==> config.mk <==
export PLATFORM = sky130hd
export DESIGN_NAME = signed_rice_encoder_core
export DESIGN_NICKNAME = d
export VERILOG_FILES = /design/src/sre_pkg.sv /design/src/sre_seq.sv /design/src/signed_rice_encoder_core.sv
export SDC_FILE = /design/constraint.sdc
export NUM_CORES = 1
export LEC_CHECK = 0
export BUFFER_PORTS_ARGS = -buffer_cell sky130_fd_sc_hd__clkbuf_2
export CAP_MARGIN = 20
export CORE_UTILIZATION = 50
export DETAILED_ROUTE_END_ITERATION = 10
export GPL_ROUTABILITY_DRIVEN = 0
export PLACE_DENSITY = 0.72
export SYNTH_ARGS = -nofsm -noshare
export SYNTH_HDL_FRONTEND = slang
export SYNTH_SLANG_ARGS = --single-unit
export TNS_END_PERCENT = 1
==> constraint.sdc <==
create_clock -name clk -period 19.9 [get_ports clk]
set_input_delay 1.99 -clock clk [delete_from_list [all_inputs] [get_ports clk]]
set_output_delay 1.99 -clock clk [all_outputs]
set_load 0.02 [all_outputs]
==> src/sre_pkg.sv <==
// Shared types and constants of the signed Rice encoder.
// Used by sre_seq, signed_rice_encoder_core and sre_checker; no dependencies.
`default_nettype none

package sre_pkg;

    // Widths of the data path and the configuration registers
    localparam int VALUE_BITS    = 32;
    localparam int KW            = 5;
    localparam int LIMIT_W       = 16;
    localparam int CFG_W         = 16;
    localparam int CFG_IDX_W     = 1;
    localparam int MAX_UNARY_DEF = 255;

    localparam logic [LIMIT_W-1:0] BYTE_COUNT_MAX = 16'hFFFF;
    localparam logic [KW-1:0]      RICE_K_RESET   = 5'd0;
    localparam logic [LIMIT_W-1:0] LIMIT_RESET    = 16'hFFFF;

    // Item function codes
    localparam logic FUNC_ENCODE = 1'b0;
    localparam logic FUNC_FINISH = 1'b1;

    // Configuration register indexes
    localparam logic [CFG_IDX_W-1:0] REG_RICE_K     = 1'd0;
    localparam logic [CFG_IDX_W-1:0] REG_BYTE_LIMIT = 1'd1;

    // One result beat handed from the sequencer to the output stage
    typedef struct packed {
        logic       valid;
        logic [7:0] data;
        logic       last;
        logic       too_long;
    } push_t;

endpackage

`default_nettype wire

==> src/sre_seq.sv <==
// Sequencer and shared bit packer of the signed Rice encoder: walks the
// sign, unary, terminator and low-bit segments, up to one byte a cycle while the output is free.
// Depends on sre_pkg.
`default_nettype none

module sre_seq #(
    parameter int MAX_UNARY = sre_pkg::MAX_UNARY_DEF
) (
    input  wire logic                                 clk,
    input  wire logic                                 rst_n,
    input  wire logic                                 start,
    input  wire logic                                 func,
    input  wire logic signed [sre_pkg::VALUE_BITS-1:0] value,
    input  wire logic [sre_pkg::KW-1:0]               rice_k,
    input  wire logic                                 out_free,
    output logic                                      idle,
    output sre_pkg::push_t                            push
);

    localparam int VB      = sre_pkg::VALUE_BITS;
    localparam int UNARY_W = $clog2(MAX_UNARY + 1);
    localparam int BITS_W  = $clog2(MAX_UNARY + 34);

    typedef enum logic [2:0] {
        ST_IDLE,
        ST_CHECK,
        ST_SIGN,
        ST_UNARY,
        ST_TERM,
        ST_LOWB,
        ST_FLUSH,
        ST_REJECT
    } state_t;

    state_t              state_reg, state_next;
    logic [6:0]          acc_reg, acc_next;
    logic [2:0]          cnt_reg, cnt_next;
    logic [VB-1:0]       mag_reg, mag_next;
    logic                neg_reg, neg_next;
    logic [UNARY_W-1:0]  hi_reg, hi_next;
    logic [BITS_W-1:0]   seg_left_reg, seg_left_next;
    logic [BITS_W-1:0]   bits_left_reg, bits_left_next;

    logic [VB-1:0]       value_u;
    logic [VB-1:0]       hi_full;
    logic [3:0]          space;
    logic [3:0]          take;
    logic [7:0]          take_mask;
    logic [7:0]          seg_data;
    logic [7:0]          merged;
    logic [3:0]          fill;
    logic                full;
    logic                step_ok;
    logic [BITS_W-1:0]   seg_rem;
    logic [BITS_W-1:0]   bits_rem;
    sre_pkg::push_t      push_c;

    assign value_u = value;
    assign hi_full = mag_reg >> rice_k;
    assign idle    = (state_reg == ST_IDLE);
    assign push    = push_c;

    // Packer: take as many bits of the current segment as fit the byte
    assign space     = 4'd8 - {1'b0, cnt_reg};
    assign take      = (seg_left_reg < BITS_W'(space)) ? seg_left_reg[3:0] : space;
    assign take_mask = 8'((9'h1 << take) - 9'h1);
    assign merged    = {1'b0, acc_reg} | ((seg_data & take_mask) << cnt_reg);
    assign fill      = {1'b0, cnt_reg} + take;
    assign full      = fill[3];
    assign step_ok   = !full || out_free;
    assign seg_rem   = seg_left_reg - BITS_W'(take);
    assign bits_rem  = bits_left_reg - BITS_W'(take);

    // Select the bits of the segment in progress
    always_comb
    begin
        case (state_reg)
            ST_SIGN:  seg_data = {7'd0, neg_reg};
            ST_UNARY: seg_data = 8'hFF;
            ST_LOWB:  seg_data = mag_reg[7:0];
            default:  seg_data = 8'd0;
        endcase
    end

    // Next state of the sequencer
    always_comb
    begin
        state_next     = state_reg;
        acc_next       = acc_reg;
        cnt_next       = cnt_reg;
        mag_next       = mag_reg;
        neg_next       = neg_reg;
        hi_next        = hi_reg;
        seg_left_next  = seg_left_reg;
        bits_left_next = bits_left_reg;
        push_c         = '0;

        case (state_reg)
            ST_IDLE:
            begin
                if (start)
                begin
                    if (func == sre_pkg::FUNC_FINISH)
                    begin
                        if (cnt_reg != 3'd0)
                            state_next = ST_FLUSH;
                    end
                    else
                    begin
                        // Magnitude by two's complement; the most negative
                        // value lands on its true magnitude unchanged
                        neg_next   = value_u[VB-1];
                        mag_next   = value_u[VB-1] ? (~value_u + 1'b1) : value_u;
                        state_next = ST_CHECK;
                    end
                end
            end

            ST_CHECK:
            begin
                if (hi_full > VB'(MAX_UNARY))
                    state_next = ST_REJECT;
                else
                begin
                    hi_next        = hi_full[UNARY_W-1:0];
                    seg_left_next  = BITS_W'(1);
                    bits_left_next = BITS_W'(hi_full[UNARY_W-1:0]) + BITS_W'(rice_k)
                                     + BITS_W'(2);
                    state_next     = ST_SIGN;
                end
            end

            ST_SIGN, ST_UNARY, ST_TERM, ST_LOWB:
            begin
                if (step_ok)
                begin
                    seg_left_next  = seg_rem;
                    bits_left_next = bits_rem;
                    if (full)
                    begin
                        push_c.valid = 1'b1;
                        push_c.data  = merged;
                        push_c.last  = (bits_rem < BITS_W'(8));
                        acc_next     = 7'd0;
                        cnt_next     = 3'd0;
                    end
                    else
                    begin
                        acc_next = merged[6:0];
                        cnt_next = fill[2:0];
                    end
                    if (state_reg == ST_LOWB)
                        mag_next = mag_reg >> take;

                    // Advance to the next segment once this one is spent
                    if (seg_rem == '0)
                    begin
                        case (state_reg)
                            ST_SIGN:
                            begin
                                if (hi_reg != '0)
                                begin
                                    seg_left_next = BITS_W'(hi_reg);
                                    state_next    = ST_UNARY;
                                end
                                else
                                begin
                                    seg_left_next = BITS_W'(1);
                                    state_next    = ST_TERM;
                                end
                            end
                            ST_UNARY:
                            begin
                                seg_left_next = BITS_W'(1);
                                state_next    = ST_TERM;
                            end
                            ST_TERM:
                            begin
                                if (rice_k != '0)
                                begin
                                    seg_left_next = BITS_W'(rice_k);
                                    state_next    = ST_LOWB;
                                end
                                else
                                    state_next = ST_IDLE;
                            end
                            default:
                                state_next = ST_IDLE;
                        endcase
                    end
                end
            end

            ST_FLUSH:
            begin
                if (out_free)
                begin
                    push_c.valid = 1'b1;
                    push_c.data  = {1'b0, acc_reg};
                    push_c.last  = 1'b1;
                    acc_next     = 7'd0;
                    cnt_next     = 3'd0;
                    state_next   = ST_IDLE;
                end
            end

            ST_REJECT:
            begin
                if (out_free)
                begin
                    push_c.valid    = 1'b1;
                    push_c.last     = 1'b1;
                    push_c.too_long = 1'b1;
                    state_next      = ST_IDLE;
                end
            end

            default:
                state_next = ST_IDLE;
        endcase
    end

    // Hold state, pending bits and segment counters
    always_ff @(posedge clk or negedge rst_n)
    begin
        if (!rst_n)
        begin
            state_reg     <= ST_IDLE;
            acc_reg       <= 7'd0;
            cnt_reg       <= 3'd0;
            seg_left_reg  <= '0;
            bits_left_reg <= '0;
        end
        else
        begin
            state_reg     <= state_next;
            acc_reg       <= acc_next;
            cnt_reg       <= cnt_next;
            seg_left_reg  <= seg_left_next;
            bits_left_reg <= bits_left_next;
        end
    end

    // Item payload needs no reset
    always_ff @(posedge clk)
    begin
        mag_reg <= mag_next;
        neg_reg <= neg_next;
        hi_reg  <= hi_next;
    end

endmodule

`default_nettype wire

==> src/signed_rice_encoder_core.sv <==
// Top level of the signed Rice encoder: configuration registers, stream
// counters and the output register around the sre_seq sequencer.
// Depends on sre_pkg and sre_seq.
//
// Usage:
//   Input channel (in_valid/in_ready, func, value) takes one item at a time.
//   func encode turns value into a sign-magnitude Rice code; func finish pads
//   the pending bits with zeros and sends that byte. Output channel
//   (out_valid/out_ready) carries one byte per beat with last, overflow,
//   too_long and byte_index. Configuration is written through cfg_we,
//   cfg_index and cfg_data; the user must do so only while no item is in
//   flight, as the block itself does not enforce it.
// Packing:
//   The shared packer moves one segment piece of up to 8 bits a cycle
//   while the output register is free. A new item is accepted only once
//   the sequencer is idle again.
// Reset clears configuration to rice_k 0, byte_limit 65535, and empties the
// pending bits, byte count and overflow flag. When the receiver stalls, the
// byte waits in the output register and the packer stops at the next
// completed byte; in_ready returns once the item's bits are all packed.
`default_nettype none

module signed_rice_encoder_core #(
    parameter int MAX_UNARY = sre_pkg::MAX_UNARY_DEF
) (
    input  wire logic                                  clk,
    input  wire logic                                  rst_n,
    input  wire logic                                  in_valid,
    output logic                                       in_ready,
    input  wire logic                                  func,
    input  wire logic signed [sre_pkg::VALUE_BITS-1:0] value,
    output logic                                       out_valid,
    input  wire logic                                  out_ready,
    output logic [7:0]                                 out_byte,
    output logic                                       last,
    output logic                                       overflow,
    output logic                                       too_long,
    output logic [sre_pkg::LIMIT_W-1:0]                byte_index,
    input  wire logic                                  cfg_we,
    input  wire logic [sre_pkg::CFG_IDX_W-1:0]         cfg_index,
    input  wire logic [sre_pkg::CFG_W-1:0]             cfg_data
);

    localparam int LW = sre_pkg::LIMIT_W;

    logic [sre_pkg::KW-1:0] rice_k_reg;
    logic [LW-1:0]          byte_limit_reg;
    logic [LW-1:0]          byte_count_reg, byte_count_next;
    logic                   overflow_flag_reg, overflow_flag_next;
    logic                   out_valid_reg, out_valid_next;
    logic [7:0]             out_byte_reg;
    logic                   last_reg;
    logic                   overflow_reg, overflow_next;
    logic                   too_long_reg;
    logic [LW-1:0]          byte_index_reg;

    logic                   seq_idle;
    logic                   out_free;
    logic                   ovf_now;
    sre_pkg::push_t         push;

    assign in_ready = seq_idle;
    assign out_free = !out_valid_reg || out_ready;

    sre_seq #(
        .MAX_UNARY (MAX_UNARY)
    ) u_seq (
        .clk      (clk),
        .rst_n    (rst_n),
        .start    (in_valid && seq_idle),
        .func     (func),
        .value    (value),
        .rice_k   (rice_k_reg),
        .out_free (out_free),
        .idle     (seq_idle),
        .push     (push)
    );

    // Update the stream counters on each data beat pushed by the sequencer; rejection beats leave them unchanged
    assign ovf_now = overflow_flag_reg || (byte_count_reg >= byte_limit_reg);

    always_comb
    begin
        byte_count_next    = byte_count_reg;
        overflow_flag_next = overflow_flag_reg;
        overflow_next      = overflow_flag_reg;
        if (push.valid && !push.too_long)
        begin
            overflow_next      = ovf_now;
            overflow_flag_next = ovf_now;
            if (byte_count_reg != sre_pkg::BYTE_COUNT_MAX)
                byte_count_next = byte_count_reg + 1'b1;
        end
    end

    // Drop the output beat when taken, load a new one when pushed
    always_comb
    begin
        out_valid_next = out_valid_reg;
        if (push.valid)
            out_valid_next = 1'b1;
        else if (out_ready)
            out_valid_next = 1'b0;
    end

    // Hold configuration, counters and output control
    always_ff @(posedge clk or negedge rst_n)
    begin
        if (!rst_n)
        begin
            rice_k_reg        <= sre_pkg::RICE_K_RESET;
            byte_limit_reg    <= sre_pkg::LIMIT_RESET;
            byte_count_reg    <= '0;
            overflow_flag_reg <= 1'b0;
            out_valid_reg     <= 1'b0;
        end
        else
        begin
            if (cfg_we)
            begin
                case (cfg_index)
                    sre_pkg::REG_RICE_K:     rice_k_reg     <= cfg_data[sre_pkg::KW-1:0];
                    sre_pkg::REG_BYTE_LIMIT: byte_limit_reg <= cfg_data[LW-1:0];
                    default:                 rice_k_reg     <= rice_k_reg;
                endcase
            end
            byte_count_reg    <= byte_count_next;
            overflow_flag_reg <= overflow_flag_next;
            out_valid_reg     <= out_valid_next;
        end
    end

    // Load the output payload with each pushed beat
    always_ff @(posedge clk)
    begin
        if (push.valid)
        begin
            out_byte_reg   <= push.data;
            last_reg       <= push.last;
            too_long_reg   <= push.too_long;
            overflow_reg   <= overflow_next;
            byte_index_reg <= byte_count_reg;
        end
    end

    assign out_valid  = out_valid_reg;
    assign out_byte   = out_byte_reg;
    assign last       = last_reg;
    assign overflow   = overflow_reg;
    assign too_long   = too_long_reg;
    assign byte_index = byte_index_reg;

endmodule

`default_nettype wire

==> results by group <==
Run status
  • Status: finished clean

Synth
  • Distinct cells, synth: 84
  • Cell with the most instances after synthesis: nand2_1
  • Most used DFF post-synth: edfxtp_1
  • Ys async rst share: 0.507
  • Top post-synthesis cells by area: edfxtp_1, dfrtp_1, mux2i_1, ha_1, mux4_2
  • EDFF count, synth: 68
  • Syn nets: 1364
  • Synthesized area: 0.0116 mm2
  • #FFs+latches synth: 138
  • Largest area contributor in the netlist: edfxtp_1
  • Post-synthesis instance total: 1260
  • Part of the Yosys area used for sequential elements: 0.329
  • Synth top area share: 0.176
  • Syn. warnings: 0
  • Most frequent cells after synthesis: nand2_1, mux2i_1, nor2_1
  • Syn avg cell area: 9.21 um2

GRT
  • Number of global-route vias before repair: 9669
  • Global-route wire length before repair: 51200 um
  • Largest net degree at the start of global routing: 71
  • Gr ovfl total: 0
  • Total track usage: 0.271
  • Initial antenna violation count: 0

Detailed routing
  • DR iter-0 viols: 1032
  • Post-route ant nets: 0
  • Post-Route WL: 31800 um
  • # DRC: 0
  • DR vias: 10300
  • DR WL/cell: 20.2 um
  • DRT Pass-1 Iters: 6
  • Vias/cell: 6.53

Finish
  • Share of cells above drive strength 1: 0.174
  • Synth-to-Final Area Change: 9.71%
  • Max reg flops: 32
  • Post-layout nets: 1381
  • Final instance area: 0.0127 mm2
  • Antenna cell count: 0

CTS
  • Worst-path clk slew: 0.07 ns
  • Cts repair resizes: 0
  • Sinks on Clock Net: 138
  • Clock latency on the worst-skew pair: 0.44 ns
  • CTS Buf Count: 17
  • H-Tree Depth: 4
  • CTS tree: yes
  • Clk buf depth: 2
  • # Post-CTS Setup Buffers: 0
  • Hold_buf cts: 0
  • Root Driver: clkbuf_16

Floorplanning
  • Row count: 55
  • Total core area: 0.0227 mm2
  • Die ar.: 0.0238 mm2
  • IO Pins: 84
  • Chip Width: 154 um
  • Initial Util: 0.511
  • Die Height: 154 um

Worst setup path
  • WP data arrival: 7.70 ns
  • R2R Path Start: u_seq.cnt_reg[0]$_DFFE_PN0P_
  • Crit Path Max Fanout: 29
  • Startpoint types: flip-flop
  • Crit-path max cell delay: 0.74 ns
  • CP endpoint kind: flip-flop
  • Crit path top cell by count: ha_1
  • Slowest-stage cell, CP: dfrtp_1
  • Kind of critical path: reg -> reg
  • Cell Chain, Critical Path: clkinv_1, ha_1, ha_1, inv_1, ha_1, a21oi_1, o21ai_1, a21oi_1, mux2i_4, buf_4, inv_2, ha_1, fa_1, nor2b_1, o21a_1, nor3_1, or4b_2, nor4_1, buf_4, a21oi_1, o22ai_1, mux2_1
  • Worst setup path startpoint: u_seq.cnt_reg[0]$_DFFE_PN0P_
  • WP data required: 20.27 ns

Pwr
  • Leak Pwr: 5.26 nW
  • Max IR drop VDD: 0.0804 mV
  • PwrDens: 209 mW/mm2

Timing
  • Count of final hold-check violations: 0
  • Tightest Pin Transition: 1.09 ns
  • Min cycle time layout: 7.34 ns
  • Slew HR: 0.269
  • Clk_skew: 0.0183 ns
  • Setup_tns: 0 ns
  • Fin. max-slew vios: 0
  • Final period util: 0.369
  • Max Clk Rate: 136 MHz
  • Setup-failing EPs final: 0
  • Final worst slack: 12.56 ns
  • RSZ-0062 raised after global routing: no

Placement
  • Port Buffer Count: 83
  • DP HPWL: 22800 um
  • Post-place setup slack: 12.78 ns
  • Dpl cell area: 0.0121 mm2

Hold path
  • Hold path start: u_seq.acc_reg[3]$_DFFE_PN0P_
  • Hold Crit Class: reg -> reg

Flow run
  • Max_cap viols: 0
layout by cell type, fill, tap and decap left out, drive strengths merged, types with 9 or more instances in the layout:
master   instances
dfstp           16
nor2            73
inv             63
edfxtp          68
nand2          110
and2             9
o31ai           16
xnor2           37
mux2            37
a31oi           16
nand3           39
nor4            15
a211oi          27
buf             17
or3             10
nor3            29
o22ai           15
ha              45
nand2b          12
dfrtp           54
clkbuf         100
a21oi           70
mux2i           81
or4             12
mux4            23
o21ai           63
nor2b           16
a21o            16
a22oi           30
xor2            21
a2111oi         12
a221oi          14
nand4           18
where the power goes:
part / switching (W) / total, W / internal, W
clock: 0.000147 / 0.000348 / 0.000201
sequential: 0.000167 / 0.000658 / 0.000491
combinational: 0.00101 / 0.00165 / 0.000647
worst paths after layout:
| kind | end | slack (ns) | depth (start not counted) |
|---|---|---|---|
| setup / recovery | u_seq.seg_left_reg[3]$_DFFE_PN0P_ | 12.56 | 22 |
| hold / removal | u_seq.acc_reg[3]$_DFFE_PN0P_ | 0.48 | 2 |
| setup reg to reg | u_seq.seg_left_reg[3]$_DFFE_PN0P_ | 12.56 | 22 |
| hold reg to reg | u_seq.acc_reg[3]$_DFFE_PN0P_ | 0.48 | 2 |
| max in group asynchronous | rice_k_reg[1]$_DFFE_PN0P_ | 17.55 | 1 |
| min in group asynchronous | u_seq.bits_left_reg[5]$_DFFE_PN0P_ | 1.68 | 1 |
logic make-up after synthesis:
logic type                 share of synthesized area
and+or+nand+nor                                0.156
AOI/OAI and AO/OA                              0.208
buffers and inverters                         0.0568
muxes                                          0.151
DFF                                            0.329
xor gates and xnor gates                      0.0444
adders and majority gates                     0.0554
stage by stage:
stage	utilization	std cells	power, W	hold WS [ns]
final	0.560	1575	0.00266	0.483
after global routing	0.560	1575	0.00283	0.512
after CTS	0.559	1574	0.00261	0.487
after detailed placement	0.531	1542	0.00225	0.472
after global placement	0.531	1542	0.00221	0.464
after floorplan	-	1260	0.00185	0.419
worst max-delay path: cells and delay by family (launching register included):
family / cells / cell delay [ns]
DFF: 1 / 0.74
muxes: 2 / 0.49
AOI/OAI and AO/OA: 6 / 1.24
adders and majority gates: 5 / 1.71
and+or+nand+nor: 4 / 1.63
buffers and inverters: 5 / 1.44
routing by layer:
metal  global-route usage  up-vias  share of wire
li1                     -     4811              -
met1                0.373     4971           0.43
met2                0.431      446           0.47
met3               0.0479       55          0.076
met4               0.0957        0          0.022
met5                    0        -              0
cell type report:
cell class / count / area, um2
Multi-Input combinational cell: 966 / 7150
Tap cell: 285 / 357
Clock buffer: 18 / 450
Sequential cell: 138 / 3810
Timing Repair Buffer: 99 / 558
Fill cell: 2011 / 9980
Clock inverter: 14 / 190
Inverter: 55 / 206
Power figures use the tool's default switching activity.
